File: config.mk
export PLATFORM = sky130hd
export DESIGN_NAME = sensor_spike_rate_coder_flat
export DESIGN_NICKNAME = d
export VERILOG_FILES = /design/src/design/ssrc_pkg.sv /design/src/design/ssrc_if.sv /design/src/design/ssrc_cell.sv /design/src/design/ssrc_div.sv /design/src/design/sensor_spike_rate_coder.sv /design/src/flat_wrapper.sv
export SDC_FILE = /design/constraint.sdc
export NUM_CORES = 2
export LEC_CHECK = 0
export BUFFER_PORTS_ARGS = -buffer_cell sky130_fd_sc_hd__buf_4
export CORE_ASPECT_RATIO = 0.7
export CORE_MARGIN = 5
export CORE_UTILIZATION = 35
export DETAILED_ROUTE_END_ITERATION = 8
export SLEW_MARGIN = 30
export SYNTH_ARGS = -nofsm -noshare
export SYNTH_HDL_FRONTEND = slang
export SYNTH_SLANG_ARGS = --single-unit
File: constraint.sdc
create_clock -name clk -period 19.35 [get_ports clk]
set_clock_uncertainty 0.15 [all_clocks]
set_input_delay 3.87 -clock clk [delete_from_list [all_inputs] [get_ports clk]]
set_output_delay 3.87 -clock clk [all_outputs]
set_load 0.02 [all_outputs]
File: src/design/ssrc_pkg.sv
// ----------------------------------------------------------------------------
// ssrc_pkg
// Shared types and constants of the spike rate coder.
// ----------------------------------------------------------------------------
package ssrc_pkg;

    localparam int PERIOD_W  = 16;
    localparam int CHAN_W    = 4;
    localparam int VEL_W     = 16;
    localparam int NUM_VEL   = 3;
    localparam int BUMP_W    = 6;
    localparam int SLOPE_W   = 16;
    localparam int ICEPT_W   = 24;
    localparam int GROUND_W  = 24;
    localparam int MAG_W     = VEL_W + 1;
    localparam int CFG_IDX_W = 3;
    localparam int CFG_DAT_W = 24;

    localparam logic [PERIOD_W-1:0] PERIOD_SAT = 16'hFFFF;
    localparam logic [PERIOD_W-1:0] COUNT_INIT = 16'd1;

    typedef logic [PERIOD_W-1:0] period_t;
    typedef logic [MAG_W-1:0]    mag_t;

    typedef enum logic [CFG_IDX_W-1:0] {
        CFG_FREQ_SLOPE  = 3'd0,
        CFG_FREQ_ICEPT  = 3'd1,
        CFG_GROUND_FREQ = 3'd2,
        CFG_MAX_PERIOD  = 3'd3,
        CFG_BUMP_HIGH   = 3'd4,
        CFG_BUMP_LOW    = 3'd5
    } cfg_idx_t;

    typedef enum logic {
        KIND_TICK   = 1'b0,
        KIND_SENSOR = 1'b1
    } kind_t;

    // one cell's contents as it moves along the ring
    typedef struct packed {
        period_t period;
        period_t count;
    } cell_data_t;

endpackage

File: src/design/ssrc_if.sv
// ----------------------------------------------------------------------------
// ssrc_if
// Valid/ready channels for sensor items and spike results.
// ----------------------------------------------------------------------------
interface ssrc_in_if;
    logic                         valid;
    logic                         ready;
    logic                         kind;
    logic signed [15:0]           wheel_vel_a;
    logic signed [15:0]           wheel_vel_b;
    logic signed [15:0]           wheel_vel_c;
    logic [5:0]                   bump_bits;

    modport source (output valid, kind, wheel_vel_a, wheel_vel_b, wheel_vel_c, bump_bits,
                    input ready);
    modport sink   (input valid, kind, wheel_vel_a, wheel_vel_b, wheel_vel_c, bump_bits,
                    output ready);
endinterface

interface ssrc_out_if;
    logic       valid;
    logic       ready;
    logic [3:0] channel;
    logic       last;

    modport source (output valid, channel, last, input ready);
    modport sink   (input valid, channel, last, output ready);
endinterface

File: src/design/ssrc_cell.sv
// ----------------------------------------------------------------------------
// ssrc_cell
// One ring cell: holds period and counter of one channel, passes them on.
// ----------------------------------------------------------------------------
module ssrc_cell (
    input  logic                clk,
    input  logic                rst_n,
    input  logic                shift,
    input  ssrc_pkg::cell_data_t d_in,
    output ssrc_pkg::cell_data_t d_out
);
    import ssrc_pkg::*;

    cell_data_t data_reg;

    always_ff @(posedge clk or negedge rst_n)
    begin
        if (!rst_n)
        begin
            data_reg.period <= PERIOD_SAT;
            data_reg.count  <= COUNT_INIT;
        end
        else if (shift)
        begin
            data_reg <= d_in;
        end
    end

    assign d_out = data_reg;

endmodule

File: src/design/ssrc_div.sv
// ----------------------------------------------------------------------------
// ssrc_div
// Wheel period unit: frequency by multiply-add, then restoring division.
// ----------------------------------------------------------------------------
module ssrc_div (
    input  logic                               clk,
    input  logic                               rst_n,
    input  logic                               start,
    input  ssrc_pkg::mag_t                     mag,
    input  logic [ssrc_pkg::SLOPE_W-1:0]       slope,
    input  logic [ssrc_pkg::ICEPT_W-1:0]       intercept,
    input  logic [ssrc_pkg::GROUND_W-1:0]      ground,
    output logic                               done,
    output ssrc_pkg::period_t                  period
);
    import ssrc_pkg::*;

    localparam int F_W   = 34;
    localparam int REM_W = F_W + 1;
    localparam int DSH_W = REM_W + PERIOD_W;
    localparam int Q_W   = PERIOD_W + 1;
    localparam logic [4:0] LAST_STEP = 5'(Q_W - 1);

    typedef enum logic [1:0] {D_IDLE, D_MUL, D_PREP, D_RUN} dstate_t;

    dstate_t            state_reg;
    mag_t               mag_reg;
    logic [F_W-1:0]     prod_reg;
    logic [REM_W-1:0]   rem_reg;
    logic [DSH_W-1:0]   dsh_reg;
    logic [Q_W-1:0]     q_reg;
    logic [4:0]         step_reg;
    logic               done_reg;

    logic [SLOPE_W+MAG_W-1:0] prod;
    logic [F_W-1:0]     freq;
    logic               ge;

    assign prod = slope * mag_reg;
    assign freq = prod_reg + F_W'(intercept);
    assign ge   = DSH_W'(rem_reg) >= dsh_reg;

    always_ff @(posedge clk or negedge rst_n)
    begin
        if (!rst_n)
        begin
            state_reg <= D_IDLE;
            done_reg  <= 1'b0;
            step_reg  <= '0;
        end
        else
        begin
            done_reg <= 1'b0;
            unique case (state_reg)
                D_IDLE:
                begin
                    if (start)
                    begin
                        mag_reg   <= mag;
                        state_reg <= D_MUL;
                    end
                end
                D_MUL:
                begin
                    prod_reg  <= F_W'(prod);
                    state_reg <= D_PREP;
                end
                D_PREP:
                begin
                    // rounded: (2*g*256 + f) / (2*f)
                    rem_reg   <= (REM_W'(ground) << 9) + REM_W'(freq);
                    dsh_reg   <= DSH_W'({freq, 1'b0}) << PERIOD_W;
                    step_reg  <= '0;
                    state_reg <= D_RUN;
                end
                D_RUN:
                begin
                    if (ge)
                        rem_reg <= rem_reg - REM_W'(dsh_reg);
                    q_reg   <= {q_reg[Q_W-2:0], ge};
                    dsh_reg <= dsh_reg >> 1;
                    if (step_reg == LAST_STEP)
                    begin
                        done_reg  <= 1'b1;
                        state_reg <= D_IDLE;
                    end
                    else
                        step_reg <= step_reg + 5'd1;
                end
                default: state_reg <= D_IDLE;
            endcase
        end
    end

    // top quotient bit set means the result exceeds 16 bits
    assign done   = done_reg;
    assign period = q_reg[Q_W-1] ? PERIOD_SAT : q_reg[PERIOD_W-1:0];

endmodule

File: src/design/sensor_spike_rate_coder.sv
// ----------------------------------------------------------------------------
// sensor_spike_rate_coder
// Sensor items set channel periods; tick items step a ring of channel cells.
// ----------------------------------------------------------------------------
// tick item: one ring step per channel, then a flush state that hands out any pending spike,
//   marked last; output stalls hold the ring
// sensor item: each wheel in turn through the shared period divider, then one ring turn
//   that loads the new periods into all channels
// one item at a time, input ready only in idle
// reset: all periods 65535, all counters 1, registers at their documented defaults
module sensor_spike_rate_coder #(
    parameter int NUM_WHEELS  = 3,
    parameter int NUM_BUMPERS = 6
) (
    input  logic                              clk,
    input  logic                              rst_n,
    ssrc_in_if.sink                           sensor,
    ssrc_out_if.source                        spike,
    input  logic                              cfg_we,
    input  logic [ssrc_pkg::CFG_IDX_W-1:0]    cfg_index,
    input  logic [ssrc_pkg::CFG_DAT_W-1:0]    cfg_data
);
    import ssrc_pkg::*;

    localparam int NUM_CH = 2 * NUM_WHEELS + NUM_BUMPERS;
    localparam int CW     = $clog2(NUM_CH);
    localparam int WW     = (NUM_WHEELS > 1) ? $clog2(NUM_WHEELS) : 1;
    localparam logic [CW-1:0] LAST_CH    = CW'(NUM_CH - 1);
    localparam logic [WW-1:0] LAST_WHEEL = WW'(NUM_WHEELS - 1);

    typedef enum logic [2:0] {S_IDLE, S_WHEEL, S_LOAD, S_TICK, S_FLUSH} state_t;

    // configuration
    logic [SLOPE_W-1:0]  slope_reg;
    logic [ICEPT_W-1:0]  icept_reg;
    logic [GROUND_W-1:0] ground_reg;
    period_t             maxp_reg;
    period_t             bhigh_reg;
    period_t             blow_reg;

    always_ff @(posedge clk or negedge rst_n)
    begin
        if (!rst_n)
        begin
            slope_reg  <= 16'd256;
            icept_reg  <= 24'd256;
            ground_reg <= 24'd1000;
            maxp_reg   <= PERIOD_SAT;
            bhigh_reg  <= 16'd10;
            blow_reg   <= PERIOD_SAT;
        end
        else if (cfg_we)
        begin
            unique case (cfg_index)
                CFG_FREQ_SLOPE:  slope_reg  <= cfg_data[SLOPE_W-1:0];
                CFG_FREQ_ICEPT:  icept_reg  <= cfg_data[ICEPT_W-1:0];
                CFG_GROUND_FREQ: ground_reg <= cfg_data[GROUND_W-1:0];
                CFG_MAX_PERIOD:  maxp_reg   <= cfg_data[PERIOD_W-1:0];
                CFG_BUMP_HIGH:   bhigh_reg  <= cfg_data[PERIOD_W-1:0];
                CFG_BUMP_LOW:    blow_reg   <= cfg_data[PERIOD_W-1:0];
                default: ;
            endcase
        end
    end

    // control
    state_t               state_reg;
    logic [CW-1:0]        k_reg;
    logic [WW-1:0]        w_reg;
    logic                 start_reg;
    logic                 pend_valid_reg;
    logic [CW-1:0]        pend_ch_reg;
    logic                 out_valid_reg;
    logic [CHAN_W-1:0]    out_ch_reg;
    logic                 out_last_reg;
    logic signed [VEL_W-1:0] vel_reg [NUM_VEL];
    logic [BUMP_W-1:0]    bump_reg;
    period_t              wp_reg [NUM_WHEELS];

    // ring
    cell_data_t           cell_q [NUM_CH];
    cell_data_t           tail;
    logic                 shift;

    genvar gi;
    generate
        for (gi = 0; gi < NUM_CH; gi++)
        begin : g_cell
            if (gi == NUM_CH - 1)
            begin : g_tail
                ssrc_cell u_cell (.clk(clk), .rst_n(rst_n), .shift(shift),
                                  .d_in(tail), .d_out(cell_q[gi]));
            end
            else
            begin : g_mid
                ssrc_cell u_cell (.clk(clk), .rst_n(rst_n), .shift(shift),
                                  .d_in(cell_q[gi+1]), .d_out(cell_q[gi]));
            end
        end
    endgenerate

    // wheel velocity select for the divider
    logic signed [VEL_W-1:0] div_vel;
    mag_t                    div_mag;
    logic                    div_done;
    period_t                 div_period;

    always_comb
    begin
        div_vel = '0;
        for (int w = 0; w < NUM_WHEELS; w++)
            if (WW'(w) == w_reg && w < NUM_VEL)
                div_vel = vel_reg[w % NUM_VEL];
        div_mag = div_vel[VEL_W-1] ? MAG_W'(-MAG_W'(div_vel)) : MAG_W'(div_vel);
    end

    ssrc_div u_div (
        .clk(clk), .rst_n(rst_n), .start(start_reg), .mag(div_mag),
        .slope(slope_reg), .intercept(icept_reg), .ground(ground_reg),
        .done(div_done), .period(div_period)
    );

    // new period of the head channel during a load turn
    logic [NUM_BUMPERS-1:0] bump_ext;
    period_t                new_period;

    always_comb
    begin
        new_period = PERIOD_SAT;
        for (int j = 0; j < NUM_BUMPERS; j++)
            bump_ext[j] = (j < BUMP_W) ? bump_reg[j % BUMP_W] : 1'b0;
        for (int w = 0; w < NUM_WHEELS; w++)
        begin
            if (CW'(2 * w) == k_reg || CW'(2 * w + 1) == k_reg)
            begin
                // period goes to the channel whose direction matches the sign
                if ((w < NUM_VEL) && vel_reg[w % NUM_VEL][VEL_W-1] == k_reg[0])
                    new_period = wp_reg[w];
                else if ((w >= NUM_VEL) && !k_reg[0])
                    new_period = wp_reg[w];
                else
                    new_period = maxp_reg;
            end
        end
        for (int j = 0; j < NUM_BUMPERS; j++)
            if (CW'(2 * NUM_WHEELS + j) == k_reg)
                new_period = bump_ext[j] ? bhigh_reg : blow_reg;
    end

    // tick logic on the head cell
    logic hit;
    logic out_free;
    logic stall;
    logic push_mid;
    logic push_fin;

    assign hit      = cell_q[0].count >= cell_q[0].period;
    assign out_free = !out_valid_reg || spike.ready;
    assign stall    = (state_reg == S_TICK) && hit && pend_valid_reg && !out_free;
    assign shift    = ((state_reg == S_LOAD) || (state_reg == S_TICK)) && !stall;
    assign push_mid = (state_reg == S_TICK) && hit && pend_valid_reg && out_free;
    assign push_fin = (state_reg == S_FLUSH) && pend_valid_reg && out_free;

    always_comb
    begin
        tail = cell_q[0];
        if (state_reg == S_LOAD)
            tail.period = new_period;
        else if (hit)
            tail.count = COUNT_INIT;
        else
            tail.count = cell_q[0].count + COUNT_INIT;
    end

    always_ff @(posedge clk or negedge rst_n)
    begin
        if (!rst_n)
        begin
            state_reg      <= S_IDLE;
            k_reg          <= '0;
            w_reg          <= '0;
            start_reg      <= 1'b0;
            pend_valid_reg <= 1'b0;
            out_valid_reg  <= 1'b0;
        end
        else
        begin
            start_reg <= 1'b0;
            if (spike.ready)
                out_valid_reg <= 1'b0;
            if (push_mid || push_fin)
            begin
                out_valid_reg <= 1'b1;
                out_ch_reg    <= CHAN_W'(pend_ch_reg);
                out_last_reg  <= push_fin;
            end
            unique case (state_reg)
                S_IDLE:
                begin
                    k_reg <= '0;
                    w_reg <= '0;
                    if (sensor.valid)
                    begin
                        vel_reg[0] <= sensor.wheel_vel_a;
                        vel_reg[1] <= sensor.wheel_vel_b;
                        vel_reg[2] <= sensor.wheel_vel_c;
                        bump_reg   <= sensor.bump_bits;
                        if (sensor.kind == KIND_SENSOR)
                        begin
                            start_reg <= 1'b1;
                            state_reg <= S_WHEEL;
                        end
                        else
                            state_reg <= S_TICK;
                    end
                end
                S_WHEEL:
                begin
                    if (div_done)
                    begin
                        wp_reg[w_reg] <= div_period;
                        if (w_reg == LAST_WHEEL)
                            state_reg <= S_LOAD;
                        else
                        begin
                            w_reg     <= w_reg + WW'(1);
                            start_reg <= 1'b1;
                        end
                    end
                end
                S_LOAD:
                begin
                    k_reg <= k_reg + CW'(1);
                    if (k_reg == LAST_CH)
                        state_reg <= S_IDLE;
                end
                S_TICK:
                begin
                    if (!stall)
                    begin
                        if (hit)
                        begin
                            pend_valid_reg <= 1'b1;
                            pend_ch_reg    <= k_reg;
                        end
                        k_reg <= k_reg + CW'(1);
                        if (k_reg == LAST_CH)
                            state_reg <= S_FLUSH;
                    end
                end
                S_FLUSH:
                begin
                    if (!pend_valid_reg)
                        state_reg <= S_IDLE;
                    else if (out_free)
                    begin
                        pend_valid_reg <= 1'b0;
                        state_reg      <= S_IDLE;
                    end
                end
                default: state_reg <= S_IDLE;
            endcase
        end
    end

    assign sensor.ready  = (state_reg == S_IDLE);
    assign spike.valid   = out_valid_reg;
    assign spike.channel = out_ch_reg;
    assign spike.last    = out_last_reg;

endmodule

File: src/flat_wrapper.sv
// flat-port wrapper written by rule: the top's interface ports become plain ports
module sensor_spike_rate_coder_flat import ssrc_pkg::*;
#(
    parameter int NUM_WHEELS  = 3,
    parameter int NUM_BUMPERS = 6
)
  (clk, rst_n, cfg_we, cfg_index, cfg_data, sensor_valid, sensor_kind, sensor_wheel_vel_a, sensor_wheel_vel_b, sensor_wheel_vel_c, sensor_bump_bits, sensor_ready, spike_valid, spike_channel, spike_last, spike_ready);
  ssrc_in_if sensor_i ();
  ssrc_out_if spike_i ();
  input  logic clk;
  input  logic rst_n;
  input  logic cfg_we;
  input  logic [ssrc_pkg::CFG_IDX_W-1:0] cfg_index;
  input  logic [ssrc_pkg::CFG_DAT_W-1:0] cfg_data;
  input wire logic [$bits(sensor_i.valid)-1:0] sensor_valid;
  input wire logic [$bits(sensor_i.kind)-1:0] sensor_kind;
  input wire logic [$bits(sensor_i.wheel_vel_a)-1:0] sensor_wheel_vel_a;
  input wire logic [$bits(sensor_i.wheel_vel_b)-1:0] sensor_wheel_vel_b;
  input wire logic [$bits(sensor_i.wheel_vel_c)-1:0] sensor_wheel_vel_c;
  input wire logic [$bits(sensor_i.bump_bits)-1:0] sensor_bump_bits;
  output wire logic [$bits(sensor_i.ready)-1:0] sensor_ready;
  output wire logic [$bits(spike_i.valid)-1:0] spike_valid;
  output wire logic [$bits(spike_i.channel)-1:0] spike_channel;
  output wire logic [$bits(spike_i.last)-1:0] spike_last;
  input wire logic [$bits(spike_i.ready)-1:0] spike_ready;
  assign sensor_i.valid = sensor_valid;
  assign sensor_i.kind = sensor_kind;
  assign sensor_i.wheel_vel_a = sensor_wheel_vel_a;
  assign sensor_i.wheel_vel_b = sensor_wheel_vel_b;
  assign sensor_i.wheel_vel_c = sensor_wheel_vel_c;
  assign sensor_i.bump_bits = sensor_bump_bits;
  assign sensor_ready = sensor_i.ready;
  assign spike_valid = spike_i.valid;
  assign spike_channel = spike_i.channel;
  assign spike_last = spike_i.last;
  assign spike_i.ready = spike_ready;
  sensor_spike_rate_coder #(.NUM_WHEELS(NUM_WHEELS), .NUM_BUMPERS(NUM_BUMPERS)) u_core (.clk(clk), .rst_n(rst_n), .sensor(sensor_i), .spike(spike_i), .cfg_we(cfg_we), .cfg_index(cfg_index), .cfg_data(cfg_data));
endmodule
# Word level (Yosys, flattened, before mapping)
# Memory sizes are Yosys's and may differ from the RTL's.
# Index checks and enable logic that the tools add are counted.
# totals
elab_cells	224
mem_count	2
inputBits	87
latch_bits	0
ram_bits	96
out_inout_bits	7
register_bits	684
rom_bits	0
# mem_list
name	depth	width	rd	rd_clocked_by_memory_dff	write_ports	line	text
u_core.vel_reg	3	16	3	0	3	sensor_spike_rate_coder.sv:76	logic signed [VEL_W-1:0] vel_reg [NUM_VEL];
u_core.wp_reg	3	16	3	0	1	sensor_spike_rate_coder.sv:78	period_t wp_reg [NUM_WHEELS];
# classes
n_mul	1
bitwise	1
order_cmp	2
div	0
n_shift	0
n_reduce_logical	48
n_eq_ne	44
n_mux	69
addsub	8
# op_table
cell	n
16-bit two-way mux	25
51-bit case mux with 2 select lines	1
35-bit case mux with 2 select lines	1
35-bit by 51-bit greater-or-equal comparator with 1-bit output	1
33-bit by 34-bit adder with 35-bit output	1
35-bit two-way mux	1
35-bit subtractor	1
33-bit by 24-bit adder with 34-bit output	1
16-bit by 17-bit multiplier with 33-bit output	1
2-bit AND reduction	13
3-bit two-way mux	8
1-bit two-way mux	18
2-bit inequality test (second input constant)	9
16-bit negator with 17-bit output	1
16-bit by 1-bit adder with 16-bit output (second input constant)	1
3-bit by 4-bit equality test with 1-bit output (first input constant)	4
4-bit equality test (first input constant)	4
16-bit greater-or-equal comparator	1
15-bit two-way mux	1
3-bit case mux with 5 select lines	1
3-bit AND reduction	5
3-bit by 2-bit equality test with 1-bit output (second input constant)	4
4-bit case mux with 3 select lines	1
2-bit two-way mux	5
33 further kinds	64

# Longest topological paths before layout
# An unclocked memory read counts as a cell.
# depth
word_depth	13
depth_mapped	25
mapped_depth_nobuf	24

# By module
# From an unflattened synthesis, not the netlist that was laid out.
# unflattened
hier_cells	3970
area_unflattened_um2	48748.0
# by_module_without_submodules
module	n_inst	seq_area_each_um2	area_each_um2	cells_each
ssrc_div	1	4794.6	19522.5	2063
ssrc_cell	12	822.0	1366.3	68
sensor_spike_rate_coder	1	6488.7	12829.8	1091

# Worst setup path before layout
# No wires, ideal clock.
# synth_path
path_kind	in2reg
startpoint	in rst_n
endpoint	reg u_core.u_div.rem_reg[0] (enable)
arrival_ns	7.218
required_ns	18.806
path_slack_ns	11.588
n_path_buf	0
cell_stages	2
setup_time_ns	0.394
path_cell_list	nor2b_1 > o21a_1
# synth_via
elab_chain_len	1
# synth_lines
element	line	text
start: declaration	flat_wrapper.sv:11	input logic rst_n;
3-bit AND reduction (no source line)	n/a	
end signal: assignment	ssrc_div.sv:71	rem_reg <= (REM_W'(ground) << 9) + REM_W'(freq);
end signal: assignment	ssrc_div.sv:79	rem_reg <= rem_reg - REM_W'(dsh_reg);
end: declaration	ssrc_div.sv:29	logic [REM_W-1:0] rem_reg;
# Every way passes these cells.
# A chain may end at the register's enable or synchronous reset.

# Worst setup path in the final report
# layout_path
startpoint	reg u_core.slope_reg[9]
endpoint	reg u_core.u_div.prod_reg[31] (data pin)
# layout_via
elab_chain_len	1
# layout_lines
element	line	text
start: declaration	sensor_spike_rate_coder.sv:34	logic [SLOPE_W-1:0] slope_reg;
start signal: assignment	sensor_spike_rate_coder.sv:55	CFG_FREQ_SLOPE: slope_reg <= cfg_data[SLOPE_W-1:0];
16-bit by 17-bit multiplier with 33-bit output	ssrc_div.sv:39	assign prod = slope * mag_reg;
net u_core.u_div.prod[31]	ssrc_div.sv:35	logic [SLOPE_W+MAG_W-1:0] prod;
end signal: assignment	ssrc_div.sv:65	prod_reg <= F_W'(prod);
end: declaration	ssrc_div.sv:28	logic [F_W-1:0] prod_reg;
# The timed path passes the listed nets, and every way through them passes these cells.

==> flow_summary_export.csv <==
group,metric,value,unit
worst_setup_path,reg2reg_to,"u_core.u_div.prod_reg[31]$_DFFE_PP_",
floorplan,dieArea,138100,µm²
run_status,status,"finished clean",
worst_setup_path,critPathKind,"reg2reg",
clock_tree,cts_tree,"built",
yosys,synth_ff_type,"dfrtp_1",
clock_tree,path_clk_slew,0.06,ns
routing,dr.pass1.iters,5,
worst_setup_path,crit_fanout,18,
global_routing,grt_pass1_vias,28400,
layout,finalNonFillerCells,5735,
worst_setup_path,cp_top_family,"adder cells",
timing,finalSetupViolations,0,
worst_setup_path,cp.required,19.63,ns
clock_tree,htree_levels,3,
worst_setup_path,cp_data_arrival_time,7.44,ns
place,routabilityCongestion,0.8404,
routing,routed-via-count,28370,
worst_setup_path,r2r_setup_slack,12.19,ns
worst_setup_path,critical_path.most_common_cell,"fa_1",
worst_setup_path,rr_worst_depth,22,
timing,relSlewSlack,32.53,%
run,cap_violations,0,
floorplan,die_y,312.4,µm
worst_setup_path,r2r-start,"u_core.slope_reg[9]$_DFFE_PN0P_",
worst_setup_path,cp_slowest_cell,"dfrtp_1",
floorplan,core,130300,µm²
worst_hold_path,min_to,"u_core.u_div.q_reg[15]$_DFFE_PP_",
global_routing,grt_max_degree,93,
worst_setup_path,start_kind,"register",
worst_setup_path,path_cells,"nand2_1 -> fa_1 -> inv_1 -> fa_1 -> inv_1 -> fa_1 -> inv_1 -> fa_1 -> fa_1 -> inv_1 -> fa_1 -> inv_1 -> ha_1 -> or3_1 -> a2111o_1 -> nand3b_1 -> a21boi_1 -> o41ai_1 -> a21oi_1 -> o21ai_1 -> o211ai_1 -> xor2_1",
yosys,yosys_warnings,0,
layout,nets,4424,
floorplan,start_util,35.09,%
clock_tree,insertion_delay,0.68,ns
worst_hold_path,hold_start,"u_core.u_div.q_reg[14]$_DFFE_PP_",
worst_hold_path,min_path_type,"reg2reg",
place,placed_cells,5565,
layout,largest_reg_flops,352,
routing,wire_per_inst,17.89,µm
global_routing,gr-total-overflow,0,
floorplan,rows,111,
routing,drt_iter0_drc,1916,
timing,drv_slew,0,
place,portBuffers,93,
clock_tree,cts_hold_buf,0,
floorplan,die_width,442.0,µm
yosys,syn_inst,3842,
clock_tree,cts_sinks,780,
yosys,synth_edf_count,264,
layout,areaGrowthSynthToFinish,12.11,%
yosys,syn_nets,4360,
routing,viasPerCell,4.946,
layout,drive_gt1_share,18.67,%
timing,rsz0062_at_grt,"false",
floorplan,pin_count,94,
yosys,synth_cell_types,93,
timing,tns,0,ns
yosys,ys_seq_elements,780,
global_routing,track_usage,14.76,%
routing,drcViolationCount,0,
routing,wl,102.6,mm
timing,post-route-min-period,7.164,ns
clock_tree,numCtsBuffers,87,
global_routing,grt_pass1_wl,164.5,mm
clock_tree,ctsResizeCount,0,
yosys,seq_area_frac_synth,46.26,%
clock_tree,clock-root-buffer,"clkbuf_16",
yosys,ys_async_sr_fraction,66.15,%
timing,worstMarginPinSlew,1.011,ns
worst_hold_path,hold_depth,0,
clock_tree,cts_max_path_buffers,3,
worst_setup_path,cp-end-kind,"register",
global_routing,antenna_found_initial,6,
routing,antenna_left,0,
place,hpwl,70.67,mm
clock_tree,post-cts-setup-buffer-count,0,
timing,period_share,37.02,%
timing,hold_viol,0,
yosys,synth.cell_area,45710,µm²
worst_setup_path,slowest_delay,0.92,ns
worst_setup_path,worstPathBufferInverterCount,5,
timing,clock.fmax,139.6,MHz
yosys,avgSynthCellArea,11.90,µm²
==> synth_stat cells, types with 6 or more instances <==
library cell	number	share of area, %
nor2b_1	31	0.42
nand2_1	328	2.7
inv_1	349	2.9
a21o_1	52	0.85
o21bai_1	13	0.21
a22oi_1	24	0.39
nand2b_1	23	0.31
o21ai_0	120	1.3
buf_6	39	0.96
a221oi_1	42	0.80
xnor2_1	71	1.4
nor3_1	40	0.44
and2_1	146	2.0
nor2_1	129	1.1
and4_1	6	0.11
edfxtp_1	264	17
nand3b_1	8	0.13
o21ai_1	20	0.22
buf_1	9	0.074
or2_2	19	0.26
nor4_1	7	0.096
a31oi_1	21	0.29
mux2_1	321	7.9
o31ai_1	20	0.33
o211ai_1	18	0.30
mux2i_1	93	2.0
clkbuf_1	101	0.83
mux2_2	156	3.8
dfstp_2	246	14
ha_1	220	6.0
dfrtp_1	270	15
or3_1	12	0.16
a21oi_1	155	1.7
o22ai_1	11	0.15
fa_1	211	9.2
xor2_1	52	1.0
o21a_1	17	0.28
and3_1	14	0.19
nand3_1	35	0.38
buf_2	7	0.077
a211oi_1	19	0.31
nand4_1	12	0.16
==> worst max path at each step <==
stage / startpoint / endpoint / cells past startpoint
4_1_cts: u_core.slope_reg[9]$_DFFE_PN0P_ / u_core.u_div.prod_reg[31]$_DFFE_PP_ / 22
2_1_floorplan: rst_n / u_core.u_div.rem_reg[0]$_DFFE_PP_ / 2
3_3_place_gp: spike_ready / u_core.g_cell[3].g_mid.u_cell.d_out[12]$_DFFE_PN0P_ / 7
6_report: u_core.slope_reg[9]$_DFFE_PN0P_ / u_core.u_div.prod_reg[31]$_DFFE_PP_ / 22
3_5_place_dp: spike_ready / u_core.g_cell[1].g_mid.u_cell.d_out[11]$_DFFE_PN0P_ / 7
5_1_grt: u_core.slope_reg[9]$_DFFE_PN0P_ / u_core.u_div.prod_reg[31]$_DFFE_PP_ / 22
==> worst reg2reg max path: cells and delay by family (launching register included) <==
family | cells | cell delay (ns)
AND/OR/NAND/NOR | 3 | 0.73
XOR/XNOR | 1 | 0.15
adder cells (fa/ha/maj) | 7 | 3.37
buffers and inverters | 5 | 0.25
flip-flops | 1 | 0.92
AO/OA/AOI/OAI | 6 | 1.36
==> through the flow <==
| step | instance area [µm²] | hold slack (ns) | setup slack [ns] | utilization (%) |
|---|---|---|---|---|
| final | 51250 | 0.2908 | 12.19 | 39.34 |
| after global routing | 51240 | 0.3027 | 11.79 | 39.33 |
| after CTS | 51170 | 0.2920 | 12.22 | 39.28 |
| after detailed placement | 48060 | 0.2758 | 11.53 | 36.89 |
| after global placement | 48040 | 0.2776 | 11.31 | 36.88 |
| after floorplan | 45710 | 0.2503 | 11.59 | - |
==> layout make-up <==
| class | instances | area (µm²) |
|---|---|---|
| antenna | 4 | 10.01 |
| clock buffer | 112 | 2362 |
| clock inverter | 51 | 749.5 |
| fill | 12460 | 79020 |
| inverter | 349 | 1310 |
| multi-input combinational | 2553 | 22400 |
| sequential | 780 | 21150 |
| tap | 1751 | 2191 |
| timing repair buffer | 135 | 1075 |
==> layer usage <==
| layer | vias to the layer above | GRT usage (%) | wire length (µm) |
|---|---|---|---|
| met2 | 663 | 21.21 | 42610 |
| met1 | 14090 | 22.81 | 51830 |
| li1 | 13490 | - | - |
| met4 | 0 | 3.623 | 2114 |
| met3 | 133 | 2.744 | 6014 |
| met5 | - | 0 | 0 |
==> placed cells by master, fill, tap and decap left out, types with 42 or more instances in the layout <==
master     netlist  final
mux2_1         321    321
fa_1           211    211
a21o_1          52     52
inv_1          349    348
xnor2_1         71     70
clkbuf_16        0     88
dfstp_2        246    246
o21ai_0        120    120
dfrtp_1        270    270
mux2_2         156    156
a221oi_1        42     42
nor2_1         129    127
a21oi_1        155    155
mux2i_1         93     93
xor2_1          52     52
buf_4            4    123
edfxtp_1       264    264
ha_1           220    219
nand2_1        328    328
and2_1         146    146
==> cell families (layout without fill, tap and decap cells) <==
family	Yosys count	in the layout	share of synthesized area [%]
AND/OR/NAND/NOR	830	830	8.844
flip-flops	780	780	46.26
AO/OA/AOI/OAI	596	596	8.537
multiplexers	570	570	13.79
buffers and inverters	509	647	4.872
adder cells (fa/ha/maj)	431	431	15.26
XOR/XNOR	125	125	2.428
other	1	5	0.008203
Power is left out: the tool's default activity adds up to more than one toggle a clock period on the data nets, which glitch-free logic cannot reach.
